[src/rtl/core/ss_pkg.sv]
// Shared types and constants for the stride scheduler.
// No dependencies; every other file imports this package.
package ss_pkg;

  localparam int NUM_SLOTS = 16;
  localparam int IDX_W     = $clog2(NUM_SLOTS);
  localparam int CNT_W     = $clog2(NUM_SLOTS + 1);

  localparam int OPC_W     = 3;
  localparam int SLOT_W    = 4;
  localparam int PRIO_W    = 16;
  localparam int STRIDE_W  = 32;
  localparam int STATUS_W  = 2;

  localparam int DIV_CNT_W = $clog2(STRIDE_W);

  localparam int Q_DEPTH   = 2;
  localparam int Q_PTR_W   = $clog2(Q_DEPTH);
  localparam int Q_CNT_W   = $clog2(Q_DEPTH + 1);

  localparam logic [STRIDE_W-1:0] STRIDE_BASE_RESET = 32'd65536;
  localparam logic [PRIO_W-1:0]   PRIO_AT_INIT      = 16'd16;
  localparam logic [PRIO_W-1:0]   PRIO_MIN          = 16'd2;

  localparam logic [OPC_W-1:0] OP_INIT = 3'd0;
  localparam logic [OPC_W-1:0] OP_RUN  = 3'd1;
  localparam logic [OPC_W-1:0] OP_STOP = 3'd2;
  localparam logic [OPC_W-1:0] OP_SETP = 3'd3;
  localparam logic [OPC_W-1:0] OP_PICK = 3'd4;

  localparam logic [STATUS_W-1:0] ST_OK     = 2'd0;
  localparam logic [STATUS_W-1:0] ST_EMPTY  = 2'd1;
  localparam logic [STATUS_W-1:0] ST_REJECT = 2'd2;

  typedef enum logic [2:0] {
    CMD_NOP,
    CMD_INIT,
    CMD_RUN,
    CMD_STOP,
    CMD_SETP,
    CMD_REJECT,
    CMD_PICK
  } cmd_kind_t;

  typedef struct packed {
    cmd_kind_t          kind;
    logic [IDX_W-1:0]   idx;
    logic [PRIO_W-1:0]  prio;
  } cmd_t;

  typedef struct packed {
    logic not_empty;
    logic full;
  } q_stat_t;

endpackage

[src/rtl/core/ss_if.sv]
// Handshake channels of the stride scheduler: request, response and configuration.
// Depends on ss_pkg for the field widths.
interface ss_req_if import ss_pkg::*; ();
  logic                valid;
  logic                ready;
  logic [OPC_W-1:0]    opcode;
  logic [SLOT_W-1:0]   slot;
  logic [PRIO_W-1:0]   priority_value;

  modport source (output valid, output opcode, output slot, output priority_value,
                  input ready);
  modport sink   (input valid, input opcode, input slot, input priority_value,
                  output ready);
endinterface

interface ss_rsp_if import ss_pkg::*; ();
  logic                valid;
  logic                ready;
  logic [STATUS_W-1:0] status;
  logic [SLOT_W-1:0]   chosen_slot;

  modport source (output valid, output status, output chosen_slot, input ready);
  modport sink   (input valid, input status, input chosen_slot, output ready);
endinterface

interface ss_cfg_if import ss_pkg::*; ();
  logic                valid;
  logic                ready;
  logic [STRIDE_W-1:0] data;

  modport source (output valid, output data, input ready);
  modport sink   (input valid, input data, output ready);
endinterface

[src/rtl/core/stride_scheduler.sv]
// Stride scheduler: init, run, stop, set-priority and pick over NUM_SLOTS task slots.
// A table command's result is registered when the engine dequeues it. A pick dequeues,
// scans all NUM_SLOTS slots, fetches the priority and loads the divider, then runs the
// bit-serial divide.
// One item runs at a time, the next once the result is taken; two more may queue.
// Synchronous reset: all slots not runnable, pass 0, priority 16; stride base 65536.
module stride_scheduler import ss_pkg::*; (
  input  logic     clk,
  input  logic     rst,
  ss_req_if.sink   req,
  ss_rsp_if.source rsp,
  ss_cfg_if.sink   cfg
);

  cmd_t    q_wr;
  cmd_t    q_rd;
  q_stat_t q_stat;
  logic    push;
  logic    pop;
  logic    busy;

  ss_front u_front (
    .req    (req),
    .q_stat (q_stat),
    .push   (push),
    .cmd    (q_wr)
  );

  ss_cmd_fifo u_fifo (
    .clk    (clk),
    .rst    (rst),
    .push   (push),
    .wr_cmd (q_wr),
    .pop    (pop),
    .rd_cmd (q_rd),
    .stat   (q_stat)
  );

  ss_back u_back (
    .clk    (clk),
    .rst    (rst),
    .cfg    (cfg),
    .cmd    (q_rd),
    .q_stat (q_stat),
    .pop    (pop),
    .rsp    (rsp),
    .busy   (busy)
  );

  // A pick in flight never coexists with a waiting result.
  a_busy_no_result: assert property (@(posedge clk) disable iff (rst)
    busy |-> !rsp.valid)
    else $error("engine busy while a result is pending");

  a_fail_no_slot: assert property (@(posedge clk) disable iff (rst)
    rsp.valid && (rsp.status != ST_OK) |-> rsp.chosen_slot == '0)
    else $error("failed item reports a chosen slot");

  a_reset_idle: assert property (@(posedge clk)
    $past(rst) |-> !rsp.valid && !busy)
    else $error("engine not idle after reset");

endmodule

[src/rtl/core/ss_front.sv]
// Front end: accepts request items and classifies them into table commands.
// Depends on ss_pkg and ss_req_if.
module ss_front import ss_pkg::*; (
  ss_req_if.sink  req,
  input  q_stat_t q_stat,
  output logic    push,
  output cmd_t    cmd
);

  logic in_range;

  assign req.ready = !q_stat.full;
  assign push      = req.valid && !q_stat.full;
  assign in_range  = 32'(req.slot) < 32'(NUM_SLOTS);

  always_comb begin
    cmd.idx  = IDX_W'(req.slot);
    cmd.prio = req.priority_value;
    unique case (req.opcode)
      OP_INIT: cmd.kind = in_range ? CMD_INIT : CMD_NOP;
      OP_RUN:  cmd.kind = in_range ? CMD_RUN : CMD_NOP;
      OP_STOP: cmd.kind = in_range ? CMD_STOP : CMD_NOP;
      OP_SETP: begin
        // The priority check wins over the slot range check.
        if (req.priority_value < PRIO_MIN) cmd.kind = CMD_REJECT;
        else if (in_range)                 cmd.kind = CMD_SETP;
        else                               cmd.kind = CMD_NOP;
      end
      OP_PICK: cmd.kind = CMD_PICK;
      default: cmd.kind = CMD_NOP;
    endcase
  end

endmodule

[src/rtl/core/ss_cmd_fifo.sv]
// Short command queue between the front end and the slot table engine.
// Depends on ss_pkg.
module ss_cmd_fifo import ss_pkg::*; (
  input  logic    clk,
  input  logic    rst,
  input  logic    push,
  input  cmd_t    wr_cmd,
  input  logic    pop,
  output cmd_t    rd_cmd,
  output q_stat_t stat
);

  cmd_t               entries [Q_DEPTH];
  logic [Q_PTR_W-1:0] wr_ptr;
  logic [Q_PTR_W-1:0] rd_ptr;
  logic [Q_CNT_W-1:0] count;

  assign rd_cmd         = entries[rd_ptr];
  assign stat.not_empty = count != '0;
  assign stat.full      = count == Q_CNT_W'(Q_DEPTH);

  always_ff @(posedge clk) begin
    if (rst) begin
      wr_ptr <= '0;
      rd_ptr <= '0;
      count  <= '0;
    end else begin
      if (push) begin
        wr_ptr <= (wr_ptr == Q_PTR_W'(Q_DEPTH - 1)) ? '0 : wr_ptr + 1'b1;
      end
      if (pop) begin
        rd_ptr <= (rd_ptr == Q_PTR_W'(Q_DEPTH - 1)) ? '0 : rd_ptr + 1'b1;
      end
      if (push && !pop)      count <= count + 1'b1;
      else if (pop && !push) count <= count - 1'b1;
    end
  end

  always_ff @(posedge clk) begin
    if (push) entries[wr_ptr] <= wr_cmd;
  end

endmodule

[src/rtl/core/ss_div.sv]
// Iterative restoring divider, one quotient bit per cycle.
// Depends on ss_pkg. A zero divisor yields a zero quotient.
module ss_div import ss_pkg::*; (
  input  logic                clk,
  input  logic                rst,
  input  logic                start,
  input  logic [STRIDE_W-1:0] dividend,
  input  logic [PRIO_W-1:0]   divisor,
  output logic                done,
  output logic [STRIDE_W-1:0] quotient
);

  logic                 run;
  logic [DIV_CNT_W-1:0] cnt;
  logic [STRIDE_W-1:0]  dq;
  logic [PRIO_W-1:0]    rem;
  logic [PRIO_W-1:0]    dsr;
  logic                 zdiv;
  logic [PRIO_W:0]      trial;
  logic                 ge;

  assign trial    = {rem, dq[STRIDE_W-1]};
  assign ge       = trial >= {1'b0, dsr};
  assign quotient = zdiv ? '0 : dq;

  always_ff @(posedge clk) begin
    if (rst) begin
      run  <= 1'b0;
      done <= 1'b0;
      cnt  <= '0;
    end else begin
      done <= 1'b0;
      if (start) begin
        run <= 1'b1;
        cnt <= '0;
      end else if (run) begin
        cnt <= cnt + 1'b1;
        if (cnt == DIV_CNT_W'(STRIDE_W - 1)) begin
          run  <= 1'b0;
          done <= 1'b1;
        end
      end
    end
  end

  always_ff @(posedge clk) begin
    if (start) begin
      dq   <= dividend;
      rem  <= '0;
      dsr  <= divisor;
      zdiv <= divisor == '0;
    end else if (run) begin
      rem <= ge ? PRIO_W'(trial - {1'b0, dsr}) : trial[PRIO_W-1:0];
      dq  <= {dq[STRIDE_W-2:0], ge};
    end
  end

endmodule

[src/rtl/core/ss_back.sv]
// Slot table engine: executes queued commands, scans for the least pass value
// and advances the granted slot. Depends on ss_pkg, ss_if and ss_div.
module ss_back import ss_pkg::*; (
  input  logic    clk,
  input  logic    rst,
  ss_cfg_if.sink  cfg,
  input  cmd_t    cmd,
  input  q_stat_t q_stat,
  output logic    pop,
  ss_rsp_if.source rsp,
  output logic    busy
);

  typedef enum logic [4:0] {
    S_IDLE  = 5'b00001,
    S_SCAN  = 5'b00010,
    S_PRIO  = 5'b00100,
    S_START = 5'b01000,
    S_DIV   = 5'b10000
  } state_t;

  state_t state;

  logic [STRIDE_W-1:0]  stride_base;

  // Per-slot flags; an entry whose valid bit is clear reads as its reset value.
  logic [NUM_SLOTS-1:0] runnable;
  logic [NUM_SLOTS-1:0] pass_valid;
  logic [NUM_SLOTS-1:0] prio_valid;

  logic [STRIDE_W-1:0]  pass_mem [NUM_SLOTS];
  logic [PRIO_W-1:0]    prio_mem [NUM_SLOTS];

  logic [CNT_W-1:0]     scan_cnt;
  logic [IDX_W-1:0]     scan_addr;
  logic                 cmp_live;
  logic [IDX_W-1:0]     cmp_idx;
  logic [STRIDE_W-1:0]  pass_q;
  logic                 pv_q;
  logic [PRIO_W-1:0]    prio_q;
  logic                 prio_vq;

  logic                 found;
  logic [IDX_W-1:0]     best_idx;
  logic [STRIDE_W-1:0]  best_pass;

  logic [STRIDE_W-1:0]  eff_pass;
  logic                 take;
  logic                 scan_last;
  logic                 div_start;
  logic                 div_done;
  logic [PRIO_W-1:0]    divisor;
  logic [STRIDE_W-1:0]  quotient;
  logic [STRIDE_W-1:0]  pass_new;
  logic                 pass_we;
  logic                 prio_we;

  logic                 res_valid;
  logic [STATUS_W-1:0]  res_status;
  logic [SLOT_W-1:0]    res_chosen;

  assign cfg.ready       = 1'b1;
  assign rsp.valid       = res_valid;
  assign rsp.status      = res_status;
  assign rsp.chosen_slot = res_chosen;
  assign busy            = state != S_IDLE;

  always_comb begin
    pop       = (state == S_IDLE) && q_stat.not_empty && !res_valid;
    scan_addr = scan_cnt[IDX_W-1:0];
    eff_pass  = pv_q ? pass_q : '0;
    take      = cmp_live && runnable[cmp_idx] && (!found || eff_pass < best_pass);
    scan_last = cmp_live && (cmp_idx == IDX_W'(NUM_SLOTS - 1));
    div_start = state == S_START;
    divisor   = prio_vq ? prio_q : PRIO_AT_INIT;
    pass_new  = best_pass + quotient;
    pass_we   = (state == S_DIV) && div_done;
    prio_we   = pop && (cmd.kind == CMD_SETP);
  end

  ss_div u_div (
    .clk      (clk),
    .rst      (rst),
    .start    (div_start),
    .dividend (stride_base),
    .divisor  (divisor),
    .done     (div_done),
    .quotient (quotient)
  );

  always_ff @(posedge clk) begin
    if (rst) begin
      stride_base <= STRIDE_BASE_RESET;
    end else if (cfg.valid) begin
      stride_base <= cfg.data;
    end
  end

  // Table memories: one write and one registered read per array each cycle.
  always_ff @(posedge clk) begin
    pass_q  <= pass_mem[scan_addr];
    pv_q    <= pass_valid[scan_addr];
    prio_q  <= prio_mem[best_idx];
    prio_vq <= prio_valid[best_idx];
    if (pass_we) pass_mem[best_idx] <= pass_new;
    if (prio_we) prio_mem[cmd.idx] <= cmd.prio;
  end

  always_ff @(posedge clk) begin
    if (rst) begin
      state      <= S_IDLE;
      runnable   <= '0;
      pass_valid <= '0;
      prio_valid <= '0;
      scan_cnt   <= '0;
      cmp_live   <= 1'b0;
      cmp_idx    <= '0;
      found      <= 1'b0;
      best_idx   <= '0;
      best_pass  <= '0;
      res_valid  <= 1'b0;
      res_status <= ST_OK;
      res_chosen <= '0;
    end else begin
      if (rsp.valid && rsp.ready) res_valid <= 1'b0;

      unique case (state)
        S_IDLE: begin
          if (pop) begin
            res_chosen <= '0;
            res_status <= (cmd.kind == CMD_REJECT) ? ST_REJECT : ST_OK;
            res_valid  <= cmd.kind != CMD_PICK;
            unique case (cmd.kind)
              CMD_INIT: begin
                runnable[cmd.idx]   <= 1'b0;
                pass_valid[cmd.idx] <= 1'b0;
                prio_valid[cmd.idx] <= 1'b0;
              end
              CMD_RUN:    runnable[cmd.idx] <= 1'b1;
              CMD_STOP:   runnable[cmd.idx] <= 1'b0;
              CMD_SETP:   prio_valid[cmd.idx] <= 1'b1;
              CMD_PICK: begin
                scan_cnt <= '0;
                cmp_live <= 1'b0;
                found    <= 1'b0;
                state    <= S_SCAN;
              end
              default: ;
            endcase
          end
        end

        S_SCAN: begin
          // Each read is registered, and its compare comes in the cycle after it.
          if (scan_cnt < CNT_W'(NUM_SLOTS)) begin
            scan_cnt <= scan_cnt + 1'b1;
            cmp_live <= 1'b1;
            cmp_idx  <= scan_addr;
          end else begin
            cmp_live <= 1'b0;
          end
          if (take) begin
            found     <= 1'b1;
            best_idx  <= cmp_idx;
            best_pass <= eff_pass;
          end
          if (scan_last) begin
            if (found || take) begin
              state <= S_PRIO;
            end else begin
              res_valid  <= 1'b1;
              res_status <= ST_EMPTY;
              res_chosen <= '0;
              state      <= S_IDLE;
            end
          end
        end

        S_PRIO:  state <= S_START;
        S_START: state <= S_DIV;

        S_DIV: begin
          if (div_done) begin
            runnable[best_idx]   <= 1'b0;
            pass_valid[best_idx] <= 1'b1;
            res_valid            <= 1'b1;
            res_status           <= ST_OK;
            res_chosen           <= SLOT_W'(best_idx);
            state                <= S_IDLE;
          end
        end

        default: state <= S_IDLE;
      endcase
    end
  end

endmodule

[src/flat_wrapper.sv]
// flat-port wrapper written by rule: the top's interface ports become plain ports
module stride_scheduler_flat import ss_pkg::*;
  (clk, rst, req_valid, req_opcode, req_slot, req_priority_value, req_ready, rsp_valid, rsp_status, rsp_chosen_slot, rsp_ready, cfg_valid, cfg_data, cfg_ready);
  ss_req_if req_i ();
  ss_rsp_if rsp_i ();
  ss_cfg_if cfg_i ();
  input  logic clk;
  input  logic rst;
  input wire logic [$bits(req_i.valid)-1:0] req_valid;
  input wire logic [$bits(req_i.opcode)-1:0] req_opcode;
  input wire logic [$bits(req_i.slot)-1:0] req_slot;
  input wire logic [$bits(req_i.priority_value)-1:0] req_priority_value;
  output wire logic [$bits(req_i.ready)-1:0] req_ready;
  output wire logic [$bits(rsp_i.valid)-1:0] rsp_valid;
  output wire logic [$bits(rsp_i.status)-1:0] rsp_status;
  output wire logic [$bits(rsp_i.chosen_slot)-1:0] rsp_chosen_slot;
  input wire logic [$bits(rsp_i.ready)-1:0] rsp_ready;
  input wire logic [$bits(cfg_i.valid)-1:0] cfg_valid;
  input wire logic [$bits(cfg_i.data)-1:0] cfg_data;
  output wire logic [$bits(cfg_i.ready)-1:0] cfg_ready;
  assign req_i.valid = req_valid;
  assign req_i.opcode = req_opcode;
  assign req_i.slot = req_slot;
  assign req_i.priority_value = req_priority_value;
  assign req_ready = req_i.ready;
  assign rsp_valid = rsp_i.valid;
  assign rsp_status = rsp_i.status;
  assign rsp_chosen_slot = rsp_i.chosen_slot;
  assign rsp_i.ready = rsp_ready;
  assign cfg_i.valid = cfg_valid;
  assign cfg_i.data = cfg_data;
  assign cfg_ready = cfg_i.ready;
  stride_scheduler u_core (.clk(clk), .rst(rst), .req(req_i), .rsp(rsp_i), .cfg(cfg_i));
endmodule
[config.mk]
export PLATFORM = sky130hd
export DESIGN_NAME = stride_scheduler_flat
export DESIGN_NICKNAME = d
export VERILOG_FILES = /design/src/rtl/core/ss_pkg.sv /design/src/rtl/core/ss_if.sv /design/src/rtl/core/stride_scheduler.sv /design/src/rtl/core/ss_front.sv /design/src/rtl/core/ss_cmd_fifo.sv /design/src/rtl/core/ss_div.sv /design/src/rtl/core/ss_back.sv /design/src/flat_wrapper.sv
export SDC_FILE = /design/constraint.sdc
export NUM_CORES = 1
export LEC_CHECK = 0
export BUFFER_PORTS_ARGS = -buffer_cell sky130_fd_sc_hd__buf_2
export CAP_MARGIN = 15
export CORE_AREA = 4 4 236 330
export CTS_BUF_LIST = sky130_fd_sc_hd__clkbuf_4 sky130_fd_sc_hd__clkbuf_8
export DETAILED_ROUTE_END_ITERATION = 16
export DIE_AREA = 0 0 240 334
export PLACE_DENSITY_LB_ADDON = 0.08
export SLEW_MARGIN = 40
export SYNTH_ARGS = -nofsm -noshare
export SYNTH_HDL_FRONTEND = slang
export SYNTH_SLANG_ARGS = --single-unit
[constraint.sdc]
create_clock -name clk -period 7 [get_ports clk]
set_input_delay 0.7 -clock clk [delete_from_list [all_inputs] [get_ports clk]]
set_output_delay 0.7 -clock clk [all_outputs]
set_load 0.03 [all_outputs]
==> metrics <==
Num CTS Buffers=between 150 and 200; critical path class=reg -> reg; Die Wd=between 200 and 250 um; syn nets=roughly 2900; area share of the largest cell type after synthesis=0.583; vias in the first global route=26000; Vert. Die Dim=between 300 and 400 um; Rows=about 120; max-slew violations=0; setup_tns=0 ns; Via Count=approximately 25000; fin crit share=0.608; synth top area cells=edfxtp_1 (58%), mux4_2 (13%), dfxtp_1 (9.8%), ha_1 (2.3%), nor2_1 (1.8%); Pint=about 11 mW; Die ar.=80200 um2; Layout area overhead=12.1%; drt total wl=104 mm; Non-Filler Instances=about 4000; gr usage total=0.265; initial antenna violation count=3; Post-CTS Hold Fix Bufs=0; final instance area=49900 um2; Syn Area/Cell=between 15 and 20 um2; Clock Tree Buf Depth=3; Yosys warning count=0; slew margin rel.=0.435; starting DRC count in detailed routing=~1900; worst hold path class=in -> reg; first-pass GRT wire length=158 mm; post-synth top area cell=edfxtp_1; EDFF count, synth=between 800 and 900; placed insts=between 3000 and 4000; H-tree Lvls=4; Pwr per Cell Area=between 200 and 300 nW/um2; Post-Syn Instances=2790; HPWL Detailed=61.6 mm; worst-path fanout max=31; fillers=between 5000 and 6000; Fin. Hold Viols=0; Flop pwr share=0.526; # nets final=just over 3000; share of total power in combinational logic=0.064; sw frac=0.227; routed length per placed instance=approximately 26 um; Peak supply drop=between 200 and 250 uV; unrepaired setup endpoints after global routing=no; Critical Path Start Type=register; Area after DPL=between 40000 and 50000 um2; overflow left after global routing=0; Antenna Nets Post-Route=0; Final setup viols=0; CTS root buf=clkbuf_8; initial core utilization=0.593; Post-CTS Setup Repair Bufs=0; vias per inst=6.13; Placer Congestion=0.878; core box area=between 70000 and 80000 um2; prevailing post-synth register cell=edfxtp_1; Crit. End Element=register; Slew @ Worst Pin=roughly 0.85 ns; drt pass-1 iters=7; Seq/Total Area, Yosys=0.680; status=completed; maxcap violations=0; Critical Path AT=between 4 and 5 ns; clock sinks=roughly 1100; Post-Syn Area=roughly 44000 um2; Pleak=around 17 nW; Max Clock Freq=roughly 0.23 GHz; clock slew at the register clock pins of the worst setup and hold paths=0.07 ns; net load switching power=3.09 mW; largest net degree at the start of global routing=83; Port Buffer Count=67; flops & latches, synth=between 1000 and 1500; clock latency on the worst-skew pair=a little over 0.8 ns; clock share of power=0.410; Cell variety after synth=approximately 70; DRC Markers=0; share of cells above drive strength 1=0.248; minimum clock period=approximately 4.3 ns; # resized after CTS=0; clock skew=between 0.03 and 0.04 ns; asr flop ratio synth=0; I/O Pins=slightly below 70; Crit path required time=between 7 and 8 ns; CTS tree=built
-- power by group through the flow --
stage | sequential (mW) | clock (mW) | combinational, mW
after global routing | 7.17 | 6.00 | 0.960
final | 7.16 | 5.59 | 0.872
after CTS | 7.16 | 5.69 | 0.879
after detailed placement | 7.30 | 0 | 0.874
after floorplan | 7.27 | 0 | 0.587
after global placement | 7.29 | 0 | 0.832
-- area by class of cell --
class                   instances  area [um2]  share of cell area
diodes                          3        7.51            0.000151
clock buffers                 239        2930              0.0587
clock inverters                59         649              0.0130
inverters                      82         308             0.00617
multi-input cells            1491       13600               0.274
flip-flops and latches       1080       30300               0.607
well taps                     968        1210              0.0243
repair buffers                121         850              0.0170
-- metrics by stage --
stage               setup slack [ns]  power (mW)  utilization  hold WS, ns
floorplan                       2.67        7.86            -        0.444
global placement                1.93        8.12        0.612        0.441
detailed placement              2.61        8.17        0.616        0.443
CTS                             2.56        13.7        0.664       0.0284
global route                    2.40        14.1        0.665       0.0458
finish                          2.74        13.6        0.665        0.103
-- worst max-delay path: stages (launching register included) --
cell and delay [ns]:
edfxtp_1 0.35, buf_4 0.37, nand2b_1 0.22, inv_1 0.06, ha_1 0.31, a211oi_1 0.24
nor2_1 0.12, o31ai_1 0.61, o2111ai_1 0.39, nand3_1 0.25, nand2_1 0.07, a21oi_1 0.36
nor3_1 0.11, a211o_1 0.44
-- sequential cells by signal (all words and copies together), names as in the netlist, 5 cells and up, named ones only --
signal and flops:
u_core.u_back.prio_mem 256, u_core.u_fifo.entries 46, u_core.u_back.best_pass 32, u_core.u_back.u_div.rem 16, u_core.u_back.state 5, u_core.u_back.u_div.dq 32, u_core.u_back.prio_q 16, u_core.u_back.stride_base 32
u_core.u_back.u_div.cnt 5, u_core.u_back.pass_valid 16, u_core.u_back.u_div.dsr 16, u_core.u_back.scan_cnt 5, u_core.u_back.pass_mem 512, u_core.u_back.pass_q 32
-- cell usage in the layout (no fill, tap or decap), types with 8 or more instances in the layout --
cell       count
edfxtp_1     863
mux4_2       251
dfxtp_1      210
nand2_1      195
nor2_1       189
clkbuf_8     181
a21oi_1      142
o21ai_0      115
ha_1          82
mux2i_1       73
buf_2         67
inv_1         65
clkbuf_4      58
and2_1        47
nor2b_1       47
buf_4         43
nand3_1       36
a21o_1        26
nor3_1        26
clkinv_2      23
nand2b_1      22
mux2_2        18
inv_2         17
nor2_4        16
xor2_1        14
nand4_1       13
bufinv_16     13
xnor2_2       12
o21a_1        11
clkinv_1      11
a211oi_1      10
nor4_1         9
o211ai_1       8
xor2_2         8
a31oi_1        8
-- layer usage --
metal | track usage | vias up | wire length, um
met4 | 0.0910 | 0 | 3110
met5 | 0 | - | 0
li1 | - | 11100 | -
met2 | 0.480 | 807 | 56800
met1 | 0.327 | 12700 | 39600
met3 | 0.0389 | 211 | 5040
-- worst paths after layout --
path	start	to	slack, ns	cells after the start
setup / recovery	u_core.u_back.u_div.zdiv	u_core.u_back.pass_mem[12][25]	2.74	13
hold / removal	req_priority_value[4]	u_core.u_fifo.entries[1][4]	0.10	1
setup reg to reg	u_core.u_back.u_div.zdiv	u_core.u_back.pass_mem[12][25]	2.74	13
hold reg to reg	u_core.u_back.rsp.chosen_slot[1]	u_core.u_back.rsp.chosen_slot[1]	0.46	2
-- kinds of logic after synthesis --
family,share of synthesized area
flip-flops,0.680
AND/OR/NAND/NOR,0.0646
AO/OA/AOI/OAI,0.0519
multiplexers,0.150
buffers and inverters,0.0205
adder cells (fa/ha/maj),0.0240
XOR/XNOR,0.00807
other,0.0000843
-- cells in the mapped netlist (9+ instances only) --
cell type	number
edfxtp_1	863
mux4_2	251
dfxtp_1	217
nor2_1	208
nand2_1	195
a21oi_1	143
o21ai_0	116
clkbuf_1	101
ha_1	82
inv_1	82
mux2i_1	73
and2_1	47
nor2b_1	47
nand3_1	37
nor3_1	27
a21o_1	26
buf_1	22
nand2b_1	22
xor2_1	22
xnor2_1	19
mux2_2	18
nand4_1	13
o21a_1	11
a211oi_1	10
nor4_1	9
(Power assumes the default switching activity.)
